<file path="src/design/bu2x_pkg.sv">
// ----------------------------------------------------------------------------
// Bilinear 2x upscaler package
// Widths, register codes and the item record shared by the upscaler modules.
// ----------------------------------------------------------------------------
package bu2x_pkg;

  localparam int unsigned MAX_WIDTH = 2048;
  localparam int unsigned COL_W     = $clog2(MAX_WIDTH);
  localparam int unsigned CNT_W     = COL_W + 1;
  localparam int unsigned CFG_W     = 12;
  localparam int unsigned ROW_W     = 12;
  localparam int unsigned PIX_W     = 8;
  localparam int unsigned OCOL_W    = 12;
  localparam int unsigned OROW_W    = 13;
  localparam int unsigned CMP_W     = (CNT_W > CFG_W) ? CNT_W : CFG_W;
  localparam int unsigned CFG_IDX_W = 2;

  localparam logic [CFG_W-1:0] WIDTH_RESET  = CFG_W'(2048);
  localparam logic [CFG_W-1:0] HEIGHT_RESET = CFG_W'(1);

  typedef enum logic [CFG_IDX_W-1:0] {
    REG_SRC_WIDTH  = CFG_IDX_W'(0),
    REG_SRC_HEIGHT = CFG_IDX_W'(1)
  } cfg_reg_e;

  // One source pixel with its neighborhood, as handed to the emitter.
  typedef struct packed {
    logic [PIX_W-1:0] p;
    logic [PIX_W-1:0] up;
    logic [PIX_W-1:0] ul;
    logic [PIX_W-1:0] lf;
    logic [COL_W-1:0] col;
    logic [ROW_W-1:0] row;
    logic             last_col;
    logic             last_row;
  } item_t;

endpackage

</file>
<file path="src/design/bu2x_if.sv">


interface bu2x_res_if;
  logic                        valid;
  logic                        ready;
  logic [bu2x_pkg::PIX_W-1:0]  pixel_out;
  logic [bu2x_pkg::OCOL_W-1:0] out_col;
  logic [bu2x_pkg::OROW_W-1:0] out_row;
  logic                        run_last;

  modport source (output valid, output pixel_out, output out_col, output out_row,
                  output run_last, input ready);
  modport sink (input valid, input pixel_out, input out_col, input out_row,
                input run_last, output ready);
endinterface

</file>
<file path="src/design/bu2x_emit.sv">
// ----------------------------------------------------------------------------
// Bilinear 2x upscaler emitter
// Steps through the output pixels completed by one source pixel, one per
// cycle unless stalled, row-major, and holds the result in an output register.
// ----------------------------------------------------------------------------
module bu2x_emit (
  input  logic            clk_i,
  input  logic            rst_ni,
  input  logic            item_valid_i,
  output logic            item_ready_o,
  input  bu2x_pkg::item_t item_i,
  bu2x_res_if.source      res_o
);

  // Position along one axis: odd coordinate left of the sample (3:1),
  // even coordinate at the sample (1:3), or the clamped border (0:4).
  typedef enum logic [1:0] {
    K_PREV = 2'd0,
    K_CUR  = 2'd1,
    K_EDGE = 2'd2
  } kind_e;

  localparam int unsigned SUM_W = bu2x_pkg::PIX_W + 5;
  localparam int unsigned XC_W  = bu2x_pkg::COL_W + 2;
  localparam int unsigned YC_W  = bu2x_pkg::ROW_W + 2;

  function automatic kind_e start_kind(input logic first);
    return first ? K_CUR : K_PREV;
  endfunction

  function automatic kind_e next_kind(input kind_e k);
    case (k)
      K_PREV:  return K_CUR;
      default: return K_EDGE;
    endcase
  endfunction

  function automatic logic [2:0] prev_weight(input kind_e k, input logic first);
    case (k)
      K_PREV:  return 3'd3;
      K_CUR:   return first ? 3'd0 : 3'd1;
      default: return 3'd0;
    endcase
  endfunction

  logic            busy_q, busy_d;
  bu2x_pkg::item_t it_q;
  kind_e           kx_q, kx_d, ky_q, ky_d;

  logic                        res_valid_q, res_valid_d;
  logic [bu2x_pkg::PIX_W-1:0]  pix_q;
  logic [bu2x_pkg::OCOL_W-1:0] col_q;
  logic [bu2x_pkg::OROW_W-1:0] row_q;
  logic                        last_q;

  logic       x_first, y_first;
  kind_e      x_start, x_end, y_end;
  logic       at_x_end, at_end, step, load;
  logic [2:0] wxp, wxc, wyp, wyc;
  logic [4:0] w_ul, w_up, w_lf, w_p;
  logic [SUM_W-1:0] sum;
  logic [XC_W-1:0]  x_full;
  logic [YC_W-1:0]  y_full;

  assign x_first  = (it_q.col == '0);
  assign y_first  = (it_q.row == '0);
  assign x_start  = start_kind(x_first);
  assign x_end    = it_q.last_col ? K_EDGE : K_CUR;
  assign y_end    = it_q.last_row ? K_EDGE : K_CUR;
  assign at_x_end = (kx_q == x_end);
  assign at_end   = at_x_end && (ky_q == y_end);

  assign step         = busy_q && (!res_valid_q || res_o.ready);
  assign item_ready_o = !busy_q || (step && at_end);
  assign load         = item_valid_i && item_ready_o;

  always_comb begin
    busy_d = busy_q;
    kx_d   = kx_q;
    ky_d   = ky_q;
    if (load) begin
      busy_d = 1'b1;
      kx_d   = start_kind(item_i.col == '0);
      ky_d   = start_kind(item_i.row == '0);
    end else if (step) begin
      if (at_end) begin
        busy_d = 1'b0;
      end else if (at_x_end) begin
        kx_d = x_start;
        ky_d = next_kind(ky_q);
      end else begin
        kx_d = next_kind(kx_q);
      end
    end
  end

  always_comb begin
    wxp    = prev_weight(kx_q, x_first);
    wxc    = 3'd4 - wxp;
    wyp    = prev_weight(ky_q, y_first);
    wyc    = 3'd4 - wyp;
    w_ul   = 5'(wyp) * 5'(wxp);
    w_up   = 5'(wyp) * 5'(wxc);
    w_lf   = 5'(wyc) * 5'(wxp);
    w_p    = 5'(wyc) * 5'(wxc);
    sum    = SUM_W'(w_ul) * SUM_W'(it_q.ul) + SUM_W'(w_up) * SUM_W'(it_q.up)
           + SUM_W'(w_lf) * SUM_W'(it_q.lf) + SUM_W'(w_p) * SUM_W'(it_q.p)
           + SUM_W'(8);
    x_full = {1'b0, it_q.col, 1'b0} + XC_W'(kx_q) - XC_W'(1);
    y_full = {1'b0, it_q.row, 1'b0} + YC_W'(ky_q) - YC_W'(1);
  end

  assign res_valid_d = step ? 1'b1 : (res_o.ready ? 1'b0 : res_valid_q);

  always_ff @(posedge clk_i or negedge rst_ni) begin
    if (!rst_ni) begin
      busy_q      <= 1'b0;
      kx_q        <= K_PREV;
      ky_q        <= K_PREV;
      res_valid_q <= 1'b0;
    end else begin
      busy_q      <= busy_d;
      kx_q        <= kx_d;
      ky_q        <= ky_d;
      res_valid_q <= res_valid_d;
    end
  end

  always_ff @(posedge clk_i) begin
    if (load) begin
      it_q <= item_i;
    end
    if (step) begin
      pix_q  <= sum[bu2x_pkg::PIX_W+3:4];
      col_q  <= bu2x_pkg::OCOL_W'(x_full);
      row_q  <= bu2x_pkg::OROW_W'(y_full);
      last_q <= at_end;
    end
  end

  assign res_o.valid     = res_valid_q;
  assign res_o.pixel_out = pix_q;
  assign res_o.out_col   = col_q;
  assign res_o.out_row   = row_q;
  assign res_o.run_last  = last_q;

endmodule

</file>
<file path="src/flat_wrapper.sv">
// flat-port wrapper written by rule: the top's interface ports become plain ports
module bu2x_emit_flat 
  (clk_i, rst_ni, item_valid_i, item_ready_o, item_i, res_o_valid, res_o_pixel_out, res_o_out_col, res_o_out_row, res_o_run_last, res_o_ready);
  bu2x_res_if res_o_i ();
  input  logic clk_i;
  input  logic rst_ni;
  input  logic item_valid_i;
  output logic item_ready_o;
  input  bu2x_pkg::item_t item_i;
  output wire logic [$bits(res_o_i.valid)-1:0] res_o_valid;
  output wire logic [$bits(res_o_i.pixel_out)-1:0] res_o_pixel_out;
  output wire logic [$bits(res_o_i.out_col)-1:0] res_o_out_col;
  output wire logic [$bits(res_o_i.out_row)-1:0] res_o_out_row;
  output wire logic [$bits(res_o_i.run_last)-1:0] res_o_run_last;
  input wire logic [$bits(res_o_i.ready)-1:0] res_o_ready;
  assign res_o_valid = res_o_i.valid;
  assign res_o_pixel_out = res_o_i.pixel_out;
  assign res_o_out_col = res_o_i.out_col;
  assign res_o_out_row = res_o_i.out_row;
  assign res_o_run_last = res_o_i.run_last;
  assign res_o_i.ready = res_o_ready;
  bu2x_emit u_core (.clk_i(clk_i), .rst_ni(rst_ni), .item_valid_i(item_valid_i), .item_ready_o(item_ready_o), .item_i(item_i), .res_o(res_o_i));
endmodule
</file>
<file path="config.mk">
export PLATFORM = sky130hd
export DESIGN_NAME = bu2x_emit_flat
export DESIGN_NICKNAME = d
export VERILOG_FILES = /design/src/design/bu2x_pkg.sv /design/src/design/bu2x_if.sv /design/src/design/bu2x_emit.sv /design/src/flat_wrapper.sv
export SDC_FILE = /design/constraint.sdc
export NUM_CORES = 1
export LEC_CHECK = 0
export BUFFER_PORTS_ARGS = -buffer_cell sky130_fd_sc_hd__buf_2
export CAP_MARGIN = 10
export CORE_UTILIZATION = 35
export DETAILED_ROUTE_END_ITERATION = 10
export PLACE_DENSITY = 0.6
export SYNTH_ARGS = -nofsm -noshare
export SYNTH_HDL_FRONTEND = slang
export SYNTH_SLANG_ARGS = --single-unit
</file>
<file path="constraint.sdc">
create_clock -name clk_i -period 15.5 [get_ports clk_i]
set_clock_uncertainty 0.15 [all_clocks]
set_input_delay 3.1 -clock clk_i [delete_from_list [all_inputs] [get_ports clk_i]]
set_output_delay 3.1 -clock clk_i [all_outputs]
set_load 0.01 [all_outputs]
</file>
======== After elaboration in Yosys (flattened, before gate mapping) ========
Cells that the tools add are included.
storage, ports and cells
  flip-flop bits (word level) ............. 97
  bits of input ports ..................... 61
  logic and storage cells ................. 84
  output and inout port bits .............. 36
cells by class
  reduce and logical (&&, ||, !) cells .... 21
  multiplexer cells ....................... 24
  add/sub/neg operators ................... 10
  multiply operators ...................... 8
  eq/ne operators ......................... 5
operator list
  operator               count
  $mul 5x8->12           4
  $add 12x12->12         3
  $logic_not 12->1       2
  $mux 2                 12
  $logic_not 11->1       2
  $mul 3x3->5            4
  $add 13x2->13          1
  $sub 13x1->13 const B  1
  $add 12x2->12          1
  $add 12x4->12 const B  1
  $pmux 3 s2             2
  $sub 12x1->12 const B  1
  $mux 1                 10
  $reduce_bool 2->1      4
  $sub 3x3->3 const A    2
  $eq 2x1->1 const B     2
  $eq 2x2->1             2
  $logic_and 1x1->1      4
  $logic_not 2->1        2
  $reduce_and 2->1       2
  $reduce_and 3->1       1
  $logic_not 1->1        2
  $logic_or 1x1->1       2
  $ne 2x2->1 const B     1

======== Depth between registers and ports, before layout ========
  depth in word-level cells ............... 10
  gate-level depth with buffers ........... 34
  gate-level depth less buffers ........... 34

======== Worst setup path before layout ========
Ideal clock, no wire load.
  kind .................................... reg-to-reg
  start ................................... register u_core.it_q[23] in the netlist's numbering
  end ..................................... register u_core.pix_q, in the netlist u_core.res_o.pixel_out[6] (data pin)
  library setup time ...................... 0.258 ns
  arrival time ............................ 8.317 ns
  period minus slack after synthesis ...... 8.724 ns
  buffers on the path ..................... 0
  path slack .............................. 6.776 ns
  cell stages (with the launch flop) ...... 34
  cells stage by stage .................... edfxtp_1 -> inv_1 -> ha_1 -> nand4_1 -> nor3_4 -> nor2_1 -> inv_1 -> ha_1 -> and2_1 -> inv_1 -> fa_1 -> inv_1 -> ha_1 -> fa_1 -> xor2_1 -> xnor2_1 -> nand2_1 -> fa_1 -> fa_1 -> inv_1 -> fa_1 -> fa_1 -> fa_1 -> fa_1 -> inv_1 -> fa_1 -> inv_1 -> ha_1 -> or2_2 -> a21oi_1 -> nor3_4 -> o31a_1 -> nor2_2 -> xnor2_1
between the ends
  longest elaborated chain between the ends .. 10
ends and longest elaborated chain
  item                      line              source
  start: declaration        bu2x_emit.sv:47   bu2x_pkg::item_t it_q;
  start signal: assignment  bu2x_emit.sv:131  it_q <= item_i;
  $logic_not 11->1 (*)      bu2x_emit.sv:65   assign x_first = (it_q.col == '0);
  $mux 1 (*)                bu2x_emit.sv:41   K_CUR: return first ? 3'd0 : 3'd1;
  $pmux 3 s2 (*)            bu2x_emit.sv:39   case (k)
  $sub 3x3->3               bu2x_emit.sv:99   wxc = 3'd4 - wxp;
  $mul 3x3->5               bu2x_emit.sv:103  w_up = 5'(wyp) * 5'(wxc);
  $mul 5x8->12              bu2x_emit.sv:106  sum = SUM_W'(w_ul) * SUM_W'(it_q.ul) + SUM_W'(w_up) * SUM_W'(it_q.up)
  $add 12x12->12            bu2x_emit.sv:106
  $add 12x12->12            bu2x_emit.sv:107  + SUM_W'(w_lf) * SUM_W'(it_q.lf) + SUM_W'(w_p) * SUM_W'(it_q.p)
  $add 12x12->12 (*)        bu2x_emit.sv:107
  $add 12x4->12 (*)         bu2x_emit.sv:108  + SUM_W'(8);
  named net u_core.sum[10]  bu2x_emit.sv:61   logic [SUM_W-1:0] sum;
  end signal: assignment    bu2x_emit.sv:134  pix_q <= sum[bu2x_pkg::PIX_W+3:4];
  end: declaration          bu2x_emit.sv:51   logic [bu2x_pkg::PIX_W-1:0] pix_q;
The timed path passes the listed nets; every way through them passes the cells marked *.
A chain may end at the register's enable or synchronous reset.

======== Worst setup path in the final report ========
  start ................................... register u_core.it_q[18] in the netlist's numbering
  end ..................................... register u_core.pix_q, in the netlist u_core.res_o.pixel_out[6] (data pin)
The elaborated chain is that of the path after synthesis.

==> results.json <==
{
  "core_area_um2": 26400,
  "drtPass1Iterations": 4,
  "crit_arrival_ps": 9550,
  "drc": 0,
  "slew_headroom": 0.396,
  "grt_start_max_net_pins": 62,
  "grt_use_total": 0.154,
  "worstMarginPinSlew_ps": 903,
  "num_io_pins": 97,
  "cts_hold_buffers": 0,
  "syn_inst": 871,
  "start_util": 0.361,
  "ant_nets": 0,
  "syn_to_final_growth_pct": 12.6,
  "crit_path_frequent_cell": "fa_1",
  "worst_skew_pair.late_latency_ps": 360,
  "netlist_area_um2": 9520,
  "die_width_um": 167,
  "dieArea_um2": 27900,
  "wl_per_cell_um": 14.9,
  "fmax_mhz": 104,
  "synth_largest_type_area_fraction": 0.287,
  "fin_cells": 1314,
  "drtIter0Drc": 241,
  "syn-mean-instance-area_um2": 10.9,
  "cpPeakStageDelay_ps": 560,
  "synth_top_area_cell": "edfxtp_1",
  "ys_top_cells_by_area": "edfxtp_1, fa_1, ha_1",
  "cts_setup_buffers": 0,
  "cp.required_ps": 15450,
  "cts_root_buf": "clkbuf_16",
  "slowest_stage": "fa_1",
  "syn_nets": 1157,
  "io_buffers": 96,
  "grt.overflow.total": 0,
  "ys_seq_elements": 97,
  "rows": 59,
  "hold_path.class": "flip-flop to flip-flop",
  "drive_above_1_share": 0.133,
  "routed_wl_um": 19500,
  "gp_congestion": 0.804,
  "synthArstFlopShare": 0.0619,
  "path_class": "flip-flop to flip-flop",
  "vias": 6123,
  "synth.distinct_cells": 50,
  "critPathLaunchType": "flip-flop",
  "hold_viol_final": 0,
  "slew_violations": 0,
  "fp.dieH_um": 167,
  "htree_levels": 3,
  "clk_pin_slew_worst_paths_ps": 80,
  "first_global_vias": 6624,
  "cp-end-kind": "flip-flop",
  "rsz0062_at_grt": "no",
  "cts_buffers": 9,
  "finalCriticalPeriod_ps": 9600,
  "status": "completed",
  "worst_slack_ps": 5900,
  "cts_tree": "built",
  "crit_fanout": 24,
  "post-place-cells": 1298,
  "ctsLongestPathBuffers": 2,
  "final_nets": 1260,
  "synth_edf_count": 91,
  "synth_seq_area_share": 0.303,
  "yosysWarnings": 0,
  "vias_per_cell": 4.66,
  "cts_resized": 0,
  "hpwl_um": 16400,
  "diodes": 0,
  "cts_sinks": 97,
  "final.setup.tns_ps": 0,
  "period_share": 0.619,
  "max_cap_violations": 0,
  "dp_slack_ps": 5910,
  "finalSetupViolCount": 0,
  "grt_pass1_wl_um": 33700,
  "synth_top_flop_cell": "edfxtp_1",
  "antenna_found_initial": 0
}
## sequential cells by signal (all words and copies together), names as in the netlist
register,cells
u_core.busy_q,1
u_core.it_q,57
u_core.kx_q,2
u_core.ky_q,2
u_core.res_o.out_col,12
u_core.res_o.out_row,13
u_core.res_o.pixel_out,8
u_core.res_o.run_last,1
u_core.res_o.valid,1
## Yosys cell counts, types with 2 or more instances
cell type    n
xor2_1       8
nand2_1     75
nor2b_1      2
nand4_1      3
inv_2        2
nor3_4       2
and3_1      28
xnor2_1     32
edfxtp_1    91
o211a_1      2
a21oi_2      2
clkbuf_1     5
fa_1       126
dfrtp_1      6
or3_1        2
a21oi_1     17
o21ai_1      6
nand3_1      6
nor4_1       6
or2_2        2
mux2i_1      4
and2_1      81
nor3b_1      2
nor3_1       7
a21o_1       3
o21ai_0      5
ha_1        99
o21bai_1     4
nor2_1      34
inv_1      181
nand2b_1     8
a2111oi_0    2
## stage by stage
stage	hold WS, ps	util	instance area [um^2]
after global routing	348	0.407	10700
after global placement	304	0.395	10400
after floorplan	293	-	9520
final	311	0.407	10700
after CTS	311	0.407	10700
after detailed placement	308	0.395	10400
## placed cells by master (no fill, tap or decap), drive strengths merged, types with 2 or more instances in the layout
cell     synthesis  routed
fa             126     126
nor3b            2       2
nand2           75      75
nor3             9       9
nor2b            2       2
mux2i            4       4
nor2            37      37
buf              1      98
nand4            3       3
o21ai           11      11
nand2b           8       8
ha              99      99
a21o             3       3
xor2             8       8
a2111oi          2       2
edfxtp          91      91
nor4             6       6
clkinv           0       3
dfrtp            6       6
nand3            6       6
o21bai           4       4
and2            81      81
o211a            2       2
a21oi           19      19
inv            183     187
clkbuf           5       9
xnor2           32      32
or2              2       2
or3              3       3
and3            28      28
## final cells by class
cell class	instances	area, um^2
clock buffers	9	225
inverters	183	687
well taps	335	419
flip-flops and latches	97	2880
multi-input cells	585	5930
repair buffers	98	495
clock inverters	7	78.8
fillers	2543	15600
## per-layer routing
layer,vias to the layer above,global-route usage,wire length (um)
met1,3025,0.198,8730
met2,106,0.269,9740
li1,2975,-,-
met4,0,0.0382,265
met3,17,0.0269,769
met5,-,0,0
## cell families (layout without fill, tap and decap cells)
logic type	after synthesis	in the layout	synth area share
simple gates	266	266	0.151
fa+ha+maj	225	225	0.395
buf+inv	189	297	0.0747
flops	97	97	0.303
compound gates	50	50	0.0352
xor+xnor	40	40	0.0368
mux	4	4	0.00421
## worst max-delay path: cells and delay by family (launching register included)
| kind | cells | cell delay [ps] |
|---|---|---|
| flip-flops | 1 | 400 |
| XOR/XNOR | 3 | 760 |
| buffers and inverters | 8 | 670 |
| AND/OR/NAND/NOR | 8 | 1330 |
| AO/OA/AOI/OAI | 2 | 620 |
| adder cells (fa/ha/maj) | 13 | 5410 |
## path summary, 6_finish.rpt
path | slack, ps | start | cells after the start | endpoint
min in group asynchronous | 2410 | rst_ni | 1 | u_core.res_o.valid$_DFFE_PN0P_
hold reg to reg | 310 | u_core.busy_q$_DFFE_PN0P_ | 1 | u_core.res_o.valid$_DFFE_PN0P_
setup / recovery | 5900 | u_core.it_q[18]$_DFFE_PP_ | 34 | u_core.res_o.pixel_out[6]$_DFFE_PP_
hold / removal | 310 | u_core.busy_q$_DFFE_PN0P_ | 1 | u_core.res_o.valid$_DFFE_PN0P_
setup reg to reg | 5900 | u_core.it_q[18]$_DFFE_PP_ | 34 | u_core.res_o.pixel_out[6]$_DFFE_PP_
max in group asynchronous | 12620 | rst_ni | 1 | u_core.ky_q[1]$_DFFE_PN0P_
Power is not shown: default switching activity piles up to over one toggle a cycle in this logic, so the estimate is an artifact.
